$ cat src/rtl/i2cm_pkg.sv
`default_nettype none

package i2cm_pkg;

	localparam int BYTE_BITS = 8;

	typedef enum logic [2:0] {
		CMD_IDLE     = 3'd0,
		CMD_START    = 3'd1,
		CMD_STOP     = 3'd2,
		CMD_WRITE    = 3'd3,
		CMD_WAITACK  = 3'd4,
		CMD_READ     = 3'd5,
		CMD_FAILSTOP = 3'd6
	} cmd_t;

	typedef enum logic [2:0] {
		REG_COND_PHASE  = 3'd0,
		REG_ACK_PHASE   = 3'd1,
		REG_BIT_PHASE   = 3'd2,
		REG_READ_HOLD   = 3'd3,
		REG_ACK_TIMEOUT = 3'd4
	} reg_idx_t;

	localparam logic [3:0] STEP_END = 4'd15;

	localparam logic [7:0] RST_COND_PHASE  = 8'd4;
	localparam logic [7:0] RST_ACK_PHASE   = 8'd6;
	localparam logic [7:0] RST_BIT_PHASE   = 8'd10;
	localparam logic [7:0] RST_READ_HOLD   = 8'd5;
	localparam logic [7:0] RST_ACK_TIMEOUT = 8'd250;

	localparam int ADDR_W = 5;

	typedef struct packed {
		logic [7:0] cond_phase_us;
		logic [7:0] ack_phase_us;
		logic [7:0] bit_phase_us;
		logic [7:0] read_hold_us;
		logic [7:0] ack_timeout_polls;
	} cfg_t;

	typedef struct packed {
		logic [2:0] action;
		logic [7:0] write_data;
		logic       send_ack;
		logic       sda_sample;
	} item_t;

	typedef struct packed {
		cmd_t       cmd;
		logic [3:0] step;
		logic [7:0] ticks;
		logic [3:0] bit_cnt;
		logic [7:0] shift;
		logic [7:0] poll;
		logic       ack_choice;
		logic       scl;
		logic       sda;
		logic       drv;
		logic [7:0] last_read;
	} eng_state_t;

	typedef struct packed {
		logic       scl_level;
		logic       sda_level;
		logic       sda_drive;
		logic       busy_res;
		logic       done_res;
		logic [7:0] read_data;
		logic       ack_failed;
	} res_t;

endpackage

`default_nettype wire

$ cat src/rtl/i2c_master_bit_engine.sv
// channel   direction  handshake           payload
// in        request    in_valid/in_stall   action, write_data, send_ack, sda_sample
// out       result     out_valid/out_stall scl_level, sda_level, sda_drive, busy_res,
//                                          done_res, read_data, ack_failed
// cfg       APB write  psel/penable/pready paddr, pwdata, prdata
//
// One request per cycle sustained while out_stall does not hold the result; the bus state
// updates from the registered request and is presented through the result register.
// Reset loads the default phase settings, idles the engine and sets its SCL/SDA state high.
// out_stall holds the result register; the request register then fills and in_stall rises.
`default_nettype none

module i2c_master_bit_engine (
	input  wire logic                        clk,
	input  wire logic                        arst_n,
	input  wire logic                        in_valid,
	output logic                             in_stall,
	input  wire logic [2:0]                  action,
	input  wire logic [7:0]                  write_data,
	input  wire logic                        send_ack,
	input  wire logic                        sda_sample,
	output logic                             out_valid,
	input  wire logic                        out_stall,
	output logic                             scl_level,
	output logic                             sda_level,
	output logic                             sda_drive,
	output logic                             busy_res,
	output logic                             done_res,
	output logic [7:0]                       read_data,
	output logic                             ack_failed,
	input  wire logic                        psel,
	input  wire logic                        penable,
	input  wire logic                        pwrite,
	input  wire logic [i2cm_pkg::ADDR_W-1:0] paddr,
	input  wire logic [31:0]                 pwdata,
	output logic      [31:0]                 prdata,
	output logic                             pready
);
	import i2cm_pkg::*;

	cfg_t       cfg;
	item_t      item_s1;
	logic       valid_s1;
	eng_state_t state_q;
	eng_state_t state_nxt;
	res_t       res_nxt;
	res_t       res_q;
	logic       out_valid_q;
	logic       adv;
	logic       accept;

	i2cm_regs u_regs (
		.clk     (clk),
		.arst_n  (arst_n),
		.psel    (psel),
		.penable (penable),
		.pwrite  (pwrite),
		.paddr   (paddr),
		.pwdata  (pwdata),
		.prdata  (prdata),
		.pready  (pready),
		.cfg     (cfg)
	);

	i2cm_step u_step (
		.cfg  (cfg),
		.cur  (state_q),
		.item (item_s1),
		.nxt  (state_nxt),
		.res  (res_nxt)
	);

	assign adv      = valid_s1 && (!out_valid_q || !out_stall);
	assign in_stall = valid_s1 && !adv;
	assign accept   = in_valid && !in_stall;

	always_ff @(posedge clk or negedge arst_n) begin
		if (!arst_n) begin
			valid_s1 <= 1'b0;
		end else begin
			valid_s1 <= accept || (valid_s1 && !adv);
		end
	end

	always_ff @(posedge clk) begin
		if (accept) begin
			item_s1.action     <= action;
			item_s1.write_data <= write_data;
			item_s1.send_ack   <= send_ack;
			item_s1.sda_sample <= sda_sample;
		end
	end

	always_ff @(posedge clk or negedge arst_n) begin
		if (!arst_n) begin
			state_q.cmd        <= CMD_IDLE;
			state_q.step       <= 4'd0;
			state_q.ticks      <= 8'd0;
			state_q.bit_cnt    <= 4'd0;
			state_q.shift      <= 8'd0;
			state_q.poll       <= 8'd0;
			state_q.ack_choice <= 1'b0;
			state_q.scl        <= 1'b1;
			state_q.sda        <= 1'b1;
			state_q.drv        <= 1'b1;
			state_q.last_read  <= 8'd0;
			out_valid_q        <= 1'b0;
		end else begin
			if (adv) begin
				state_q     <= state_nxt;
				out_valid_q <= 1'b1;
			end else if (out_valid_q && !out_stall) begin
				out_valid_q <= 1'b0;
			end
		end
	end

	always_ff @(posedge clk) begin
		if (adv) begin
			res_q <= res_nxt;
		end
	end

	assign out_valid  = out_valid_q;
	assign scl_level  = res_q.scl_level;
	assign sda_level  = res_q.sda_level;
	assign sda_drive  = res_q.sda_drive;
	assign busy_res   = res_q.busy_res;
	assign done_res   = res_q.done_res;
	assign read_data  = res_q.read_data;
	assign ack_failed = res_q.ack_failed;

endmodule

`default_nettype wire

$ cat src/rtl/i2cm_regs.sv
`default_nettype none

module i2cm_regs (
	input  wire logic                        clk,
	input  wire logic                        arst_n,
	input  wire logic                        psel,
	input  wire logic                        penable,
	input  wire logic                        pwrite,
	input  wire logic [i2cm_pkg::ADDR_W-1:0] paddr,
	input  wire logic [31:0]                 pwdata,
	output logic      [31:0]                 prdata,
	output logic                             pready,
	output i2cm_pkg::cfg_t                   cfg
);
	import i2cm_pkg::*;

	cfg_t     cfg_q;
	reg_idx_t idx;
	logic     wr_en;

	assign idx    = reg_idx_t'(paddr[ADDR_W-1:2]);
	assign pready = 1'b1;
	assign wr_en  = psel & penable & pwrite & pready;
	assign cfg    = cfg_q;

	always_ff @(posedge clk or negedge arst_n) begin
		if (!arst_n) begin
			cfg_q.cond_phase_us     <= RST_COND_PHASE;
			cfg_q.ack_phase_us      <= RST_ACK_PHASE;
			cfg_q.bit_phase_us      <= RST_BIT_PHASE;
			cfg_q.read_hold_us      <= RST_READ_HOLD;
			cfg_q.ack_timeout_polls <= RST_ACK_TIMEOUT;
		end else if (wr_en) begin
			case (idx)
				REG_COND_PHASE:  cfg_q.cond_phase_us     <= pwdata[7:0];
				REG_ACK_PHASE:   cfg_q.ack_phase_us      <= pwdata[7:0];
				REG_BIT_PHASE:   cfg_q.bit_phase_us      <= pwdata[7:0];
				REG_READ_HOLD:   cfg_q.read_hold_us      <= pwdata[7:0];
				REG_ACK_TIMEOUT: cfg_q.ack_timeout_polls <= pwdata[7:0];
				default: ;
			endcase
		end
	end

	always_comb begin
		case (idx)
			REG_COND_PHASE:  prdata = {24'd0, cfg_q.cond_phase_us};
			REG_ACK_PHASE:   prdata = {24'd0, cfg_q.ack_phase_us};
			REG_BIT_PHASE:   prdata = {24'd0, cfg_q.bit_phase_us};
			REG_READ_HOLD:   prdata = {24'd0, cfg_q.read_hold_us};
			REG_ACK_TIMEOUT: prdata = {24'd0, cfg_q.ack_timeout_polls};
			default:         prdata = 32'd0;
		endcase
	end

endmodule

`default_nettype wire

$ cat src/rtl/i2cm_step.sv
`default_nettype none

module i2cm_step (
	input  i2cm_pkg::cfg_t       cfg,
	input  i2cm_pkg::eng_state_t cur,
	input  i2cm_pkg::item_t      item,
	output i2cm_pkg::eng_state_t nxt,
	output i2cm_pkg::res_t       res
);
	import i2cm_pkg::*;

	function automatic logic [7:0] dur(input logic [7:0] r);
		dur = (r == 8'd0) ? 8'd1 : r;
	endfunction

	always_comb begin
		eng_state_t n;
		logic       enter;
		logic       fin;
		logic [3:0] nx;
		logic [3:0] bc;
		logic [7:0] d;

		n     = cur;
		enter = 1'b0;
		fin   = 1'b0;
		nx    = STEP_END;
		bc    = cur.bit_cnt + 4'd1;
		d     = 8'd1;

		if (cur.cmd == CMD_IDLE) begin
			if (item.action inside {[CMD_START:CMD_READ]}) begin
				n.cmd        = cmd_t'(item.action);
				n.step       = 4'd0;
				n.bit_cnt    = 4'd0;
				n.poll       = 8'd0;
				n.shift      = (item.action == CMD_WRITE) ? item.write_data : 8'd0;
				n.ack_choice = item.send_ack;
				enter        = 1'b1;
			end
		end else if (cur.cmd == CMD_WAITACK && cur.step == 4'd2) begin
			if (!item.sda_sample) begin
				n.scl = 1'b0;
				fin   = 1'b1;
			end else if (cur.poll >= cfg.ack_timeout_polls) begin
				n.cmd  = CMD_FAILSTOP;
				n.step = 4'd0;
				enter  = 1'b1;
			end else begin
				n.poll = cur.poll + 8'd1;
			end
		end else begin
			n.ticks = cur.ticks - 8'd1;
			if (n.ticks == 8'd0) begin
				case (cur.cmd)
					CMD_START, CMD_STOP, CMD_FAILSTOP: begin
						nx = (cur.step >= 4'd3) ? STEP_END : cur.step + 4'd1;
					end
					CMD_WRITE: begin
						if (cur.step < 4'd2) begin
							nx = cur.step + 4'd1;
						end else begin
							n.bit_cnt = bc;
							nx = (bc >= 4'(BYTE_BITS)) ? STEP_END : 4'd0;
						end
					end
					CMD_WAITACK: nx = cur.step + 4'd1;
					CMD_READ: begin
						if (cur.step == 4'd0 || cur.step == 4'd2) begin
							nx = cur.step + 4'd1;
						end else if (cur.step == 4'd1) begin
							n.bit_cnt = bc;
							nx = (bc >= 4'(BYTE_BITS)) ? 4'd2 : 4'd0;
						end else begin
							nx = STEP_END;
						end
					end
					default: nx = STEP_END;
				endcase
				if (nx == STEP_END) begin
					fin = 1'b1;
				end else begin
					n.step = nx;
					enter  = 1'b1;
				end
			end
		end

		// phase entry: line levels and phase length
		if (enter) begin
			case (n.cmd)
				CMD_START: begin
					d = dur(cfg.cond_phase_us);
					case (n.step)
						4'd0: begin n.drv = 1'b1; n.sda = 1'b1; end
						4'd1: n.scl = 1'b1;
						4'd2: n.sda = 1'b0;
						default: n.scl = 1'b0;
					endcase
				end
				CMD_STOP, CMD_FAILSTOP: begin
					d = dur(cfg.cond_phase_us);
					case (n.step)
						4'd0: begin n.drv = 1'b1; n.scl = 1'b0; end
						4'd1: n.sda = 1'b0;
						4'd2: n.scl = 1'b1;
						default: n.sda = 1'b1;
					endcase
				end
				CMD_WRITE: begin
					d = dur(cfg.bit_phase_us);
					case (n.step)
						4'd0: begin
							n.drv   = 1'b1;
							n.scl   = 1'b0;
							n.sda   = n.shift[7];
							n.shift = {n.shift[6:0], 1'b0};
						end
						4'd1: n.scl = 1'b1;
						default: n.scl = 1'b0;
					endcase
				end
				CMD_WAITACK: begin
					d = dur(cfg.ack_phase_us);
					case (n.step)
						4'd0: begin n.drv = 1'b0; n.sda = 1'b1; end
						4'd1: n.scl = 1'b1;
						default: n.poll = 8'd0;
					endcase
				end
				CMD_READ: begin
					case (n.step)
						4'd0: begin
							d     = dur(cfg.bit_phase_us);
							n.drv = 1'b0;
							n.sda = 1'b1;
							n.scl = 1'b0;
						end
						4'd1: begin
							d       = dur(cfg.read_hold_us);
							n.scl   = 1'b1;
							n.shift = {n.shift[6:0], item.sda_sample};
						end
						4'd2: begin
							d     = dur(cfg.bit_phase_us);
							n.scl = 1'b0;
							n.drv = 1'b1;
							n.sda = ~n.ack_choice;
						end
						default: begin
							d     = dur(cfg.bit_phase_us);
							n.scl = 1'b1;
						end
					endcase
				end
				default: d = 8'd1;
			endcase
			n.ticks = d;
		end

		res.done_res   = fin;
		res.ack_failed = fin && (n.cmd == CMD_FAILSTOP);
		if (fin) begin
			if (n.cmd == CMD_READ) begin
				n.scl       = 1'b0;
				n.last_read = n.shift;
			end
			n.cmd  = CMD_IDLE;
			n.step = 4'd0;
		end

		res.scl_level = n.scl;
		res.sda_level = n.sda;
		res.sda_drive = n.drv;
		res.busy_res  = (n.cmd != CMD_IDLE);
		res.read_data = n.last_read;
		nxt           = n;
	end

endmodule

`default_nettype wire

$ cat config.mk
export PLATFORM = sky130hd
export DESIGN_NAME = i2c_master_bit_engine
export DESIGN_NICKNAME = d
export VERILOG_FILES = /design/src/rtl/i2cm_pkg.sv /design/src/rtl/i2c_master_bit_engine.sv /design/src/rtl/i2cm_regs.sv /design/src/rtl/i2cm_step.sv
export SDC_FILE = /design/constraint.sdc
export NUM_CORES = 1
export LEC_CHECK = 0
export BUFFER_PORTS_ARGS = -buffer_cell sky130_fd_sc_hd__buf_2
export CAP_MARGIN = 20
export CORE_MARGIN = 3
export CORE_UTILIZATION = 52
export DETAILED_ROUTE_END_ITERATION = 8
export PLACE_DENSITY = 0.77
export SLEW_MARGIN = 20
export SYNTH_ARGS = -nofsm -noshare
export SYNTH_HDL_FRONTEND = slang
export SYNTH_SLANG_ARGS = --single-unit
$ cat constraint.sdc
create_clock -name clk -period 3 [get_ports clk]
set_input_delay 0.6 -clock clk [delete_from_list [all_inputs] [get_ports clk]]
set_output_delay 0.6 -clock clk [all_outputs]
set_load 0.01 [all_outputs]
==> results.md <==
* Status: complete, but fails checks
* Failing checks: setup timing
* First-pass GRT wire length at 32,400 um
* Fin. max-slew vios at 0
* Die footprint at 14,600 um2
* EDFF count, synth at 27
* Setup slack after layout at -308 ps
* Final net count at 951
* IO Count at 106
* Setup TNS at -6410 ps
* Worst-skew pair later-pin latency at 430 ps
* Met3 Use GR at 7.55%
* Max cap viols at 0
* Syn avg cell area at 9.85 um2
* Critical-path cell list: inv_2, ha_4, nor3b_4, nand3_2, or3b_4, buf_4, buf_6, nor2_4, o31ai_4, nor2_1, mux2i_4, nor4_4, buf_12, nor3_2, a221o_1
* Register area share after synthesis at 44.5%
* Clock Skew at 11.9 ps
* Post-route cell area at 9430 um2
* DRT iter0 DRCs at 755
* Achievable Freq at 0.302 GHz
* Seq cells post-synth at 116
* Worst-path fanout max at 8
* Vias at 6,605
* Filler cell count at 807
* Max incr delay on CP at 400 ps
* Crit path capture type: register
* Post-route insts no fill at 1,063
* Number of global-route vias before repair at 6,611
* Power, Total at 7.91 mW
* Worst-margin pin slew at 717 ps
* Drt wl/cell at 19.9 um
* Max-slew headroom at 52.0%
* Htree depth at 4
* Top FF cell, synth: dfrtp_1
* Fraction of layout instances using a drive strength above 1 at 42.2%
* Worst VDD drop at 473 uV
* Crit path launch type: register
* CP max-delay cell: dfrtp_1
* Critical Path RT at 3300 ps
* Worst hold path class: input port to async pin
* DRC viols at 0
* Min Tclk post-route at 3310 ps
* Netlist Area Pre-Place at 6880 um2
* Met2 Usage GRT at 46.8%
* GR peak layer: met2
* Initial Utilization at 53.8%
* N_diodes at 0
* Syn Inst Count at 698
* Area growth syn-to-layout at 37.1%
* Port-buffer cells at 54
* CTS tree: yes
* Drt total wl at 21,100 um
* Worst path arrival time at 3610 ps
* Post-route ant nets at 0
* Core Region at 12,800 um2
* Ys Warns at 0
* Final Hold Violating Endpoints at 0
* Site Rows at 41
* Num CTS Buffers at 17
* Final setup viols at 31
* Inst Count DP at 1,013
* Max clock buf depth at 2
* Placed inst area at 8120 um2
* Die outline height at 121 um
* RePlAce Congestion at 0.933
* Initial antenna violation count at 0
* GR Util met1 at 34.9%
* Die width at 121 um
* Post-DP HPWL at 14,200 um
* First-pass iteration count of the detailed router at 6
* Leak at 4.08 nW
* Synth async-reset ratio at 76.7%
* Clock sink total at 116
* Remaining global-route overflow at 0
* Maximum number of pins on one net before global-route repair at 47
* Critical path buffers and inverters at 4
* CP delay by family, top: simple AND/OR/NAND/NOR gates
* RSZ-0062 raised after global routing: yes
* Setup WS pre-CTS at -392 ps
* Yosys cell types at 77
* Vias per cell at 6.21
* CP Class: register to register
* Gr usage total at 28.3%
* Pwr Density at 839 nW/um2
* Part of the cycle the worst path needs at 110%
* Reg clk slew, reported paths at 50 ps
* Clock root cell: clkbuf_16
-- layout by cell type, fill, tap and decap left out, types with 6 or more instances in the layout --
cell / synthesis / layout
buf_2: 5 / 54
nor2b_1: 7 / 7
nand3_1: 15 / 12
clkbuf_16: 0 / 18
and3_1: 6 / 6
mux2i_1: 9 / 8
o21ai_0: 22 / 19
nor3_1: 19 / 12
a21oi_1: 19 / 16
ha_1: 16 / 10
o22ai_1: 15 / 15
buf_6: 2 / 9
a22oi_1: 21 / 21
a221o_1: 8 / 8
nor2_1: 42 / 39
o21ai_2: 0 / 9
edfxtp_1: 27 / 27
dfstp_2: 16 / 16
nor3_2: 3 / 6
conb_1: 2 / 25
a21o_1: 6 / 6
nand2_1: 79 / 76
a221oi_2: 0 / 6
mux2_2: 49 / 49
dfrtp_1: 73 / 69
nor4_1: 9 / 6
o21ai_1: 26 / 20
inv_1: 21 / 19
a31oi_1: 14 / 13
buf_4: 26 / 129
o211ai_1: 8 / 8
-- cell type report --
class	instances	area (um2)	area share (%)
flip-flops and latches	116	3060	32.5
repair buffers	195	1410	14.9
clock buffers	22	454	4.82
well taps	172	215	2.28
inverters	22	85.1	0.902
multi-input cells	526	4030	42.7
clock inverters	10	180	1.91
-- metrics by stage --
stage,util (%),hold slack (ps)
after detailed placement,63.6,479
final,73.8,204
after floorplan,-,304
after global routing,73.8,251
after global placement,63.6,465
after CTS,70.4,216
-- flip-flops by register name, indices dropped and copies added, names as in the netlist --
name,cells
ack_failed,1
busy_res,1
done_res,1
item_s1,13
out_valid,1
read_data,8
scl_level,1
sda_drive,1
sda_level,1
state_q,47
u_regs.cfg,40
valid_s1,1
-- worst paths after layout --
kind | start | endpoint | slack, ps | cells past startpoint
min in group clk | write_data[5] | item_s1[7]$_DFFE_PP_ | 350 | 1
worst max-delay path | state_q[40]$_DFFE_PN0P_ | state_q[23]$_DFFE_PN0P_ | -310 | 15
worst max register to register | state_q[40]$_DFFE_PN0P_ | state_q[23]$_DFFE_PN0P_ | -310 | 15
max in group asynchronous | arst_n | state_q[44]$_DFFE_PN0P_ | 2110 | 2
worst min register to register | state_q[5]$_DFFE_PN0P_ | state_q[5]$_DFFE_PN0P_ | 490 | 2
worst min-delay path | arst_n | state_q[18]$_DFFE_PN0P_ | 200 | 1
-- routing by layer --
layer  wire length [um]  vias to the layer above
met5                  0                        -
met4                654                        0
met3               1740                       76
met2              10600                      351
met1               8170                     3228
li1                   -                     2950
-- synth_stat cells, types with 7 or more instances --
master	count	share of area (%)
clkbuf_1	22	1.2
nor3_1	19	1.4
mux2_2	49	8.0
a221o_1	8	1.2
a31oi_1	14	1.3
a22oi_1	21	2.3
buf_4	26	2.8
nand3_1	15	1.1
nor2_1	42	2.3
nor4_1	9	0.82
a21oi_1	19	1.4
dfstp_2	16	6.1
o211ai_1	8	0.87
o21ai_0	22	1.6
o31ai_1	7	0.76
edfxtp_1	27	12
o22ai_1	15	1.4
nor2b_1	7	0.64
nand2_1	79	4.3
o21ai_1	26	1.9
mux2i_1	9	1.3
ha_1	16	2.9
a221oi_1	9	1.1
inv_1	21	1.1
dfrtp_1	73	27
-- cell families (layout without fill, tap and decap cells) --
kind of cell	count (synthesis)	in the layout	synth area share (%)
and+or+nand+nor	223	223	16.3
xor gates and xnor gates	4	4	0.510
adders and majority gates	16	16	2.91
buffers and inverters	79	249	6.04
other	2	25	0.109
AOI/OAI and AO/OA	200	200	20.3
muxes	58	58	9.33
DFF	116	116	44.5
-- where the power goes --
| part | total [mW] | internal [mW] | leakage, nW | switching (mW) |
|---|---|---|---|---|
| sequential | 2.31 | 1.98 | 1.37 | 0.330 |
| combinational | 3.40 | 1.56 | 2.40 | 1.84 |
| clock | 2.20 | 1.49 | 0.306 | 0.713 |
-- timing repair --
action / in CTS / in global routing
hold buffers: 0 / 0
cloned: 1 / 1
setup buffers: 7 / 9
gates resized for setup: 29 / 71
pin swaps: 20 / 22
endpoints found under the setup margin: 34 / 51
Power figures use the tool's default switching activity.
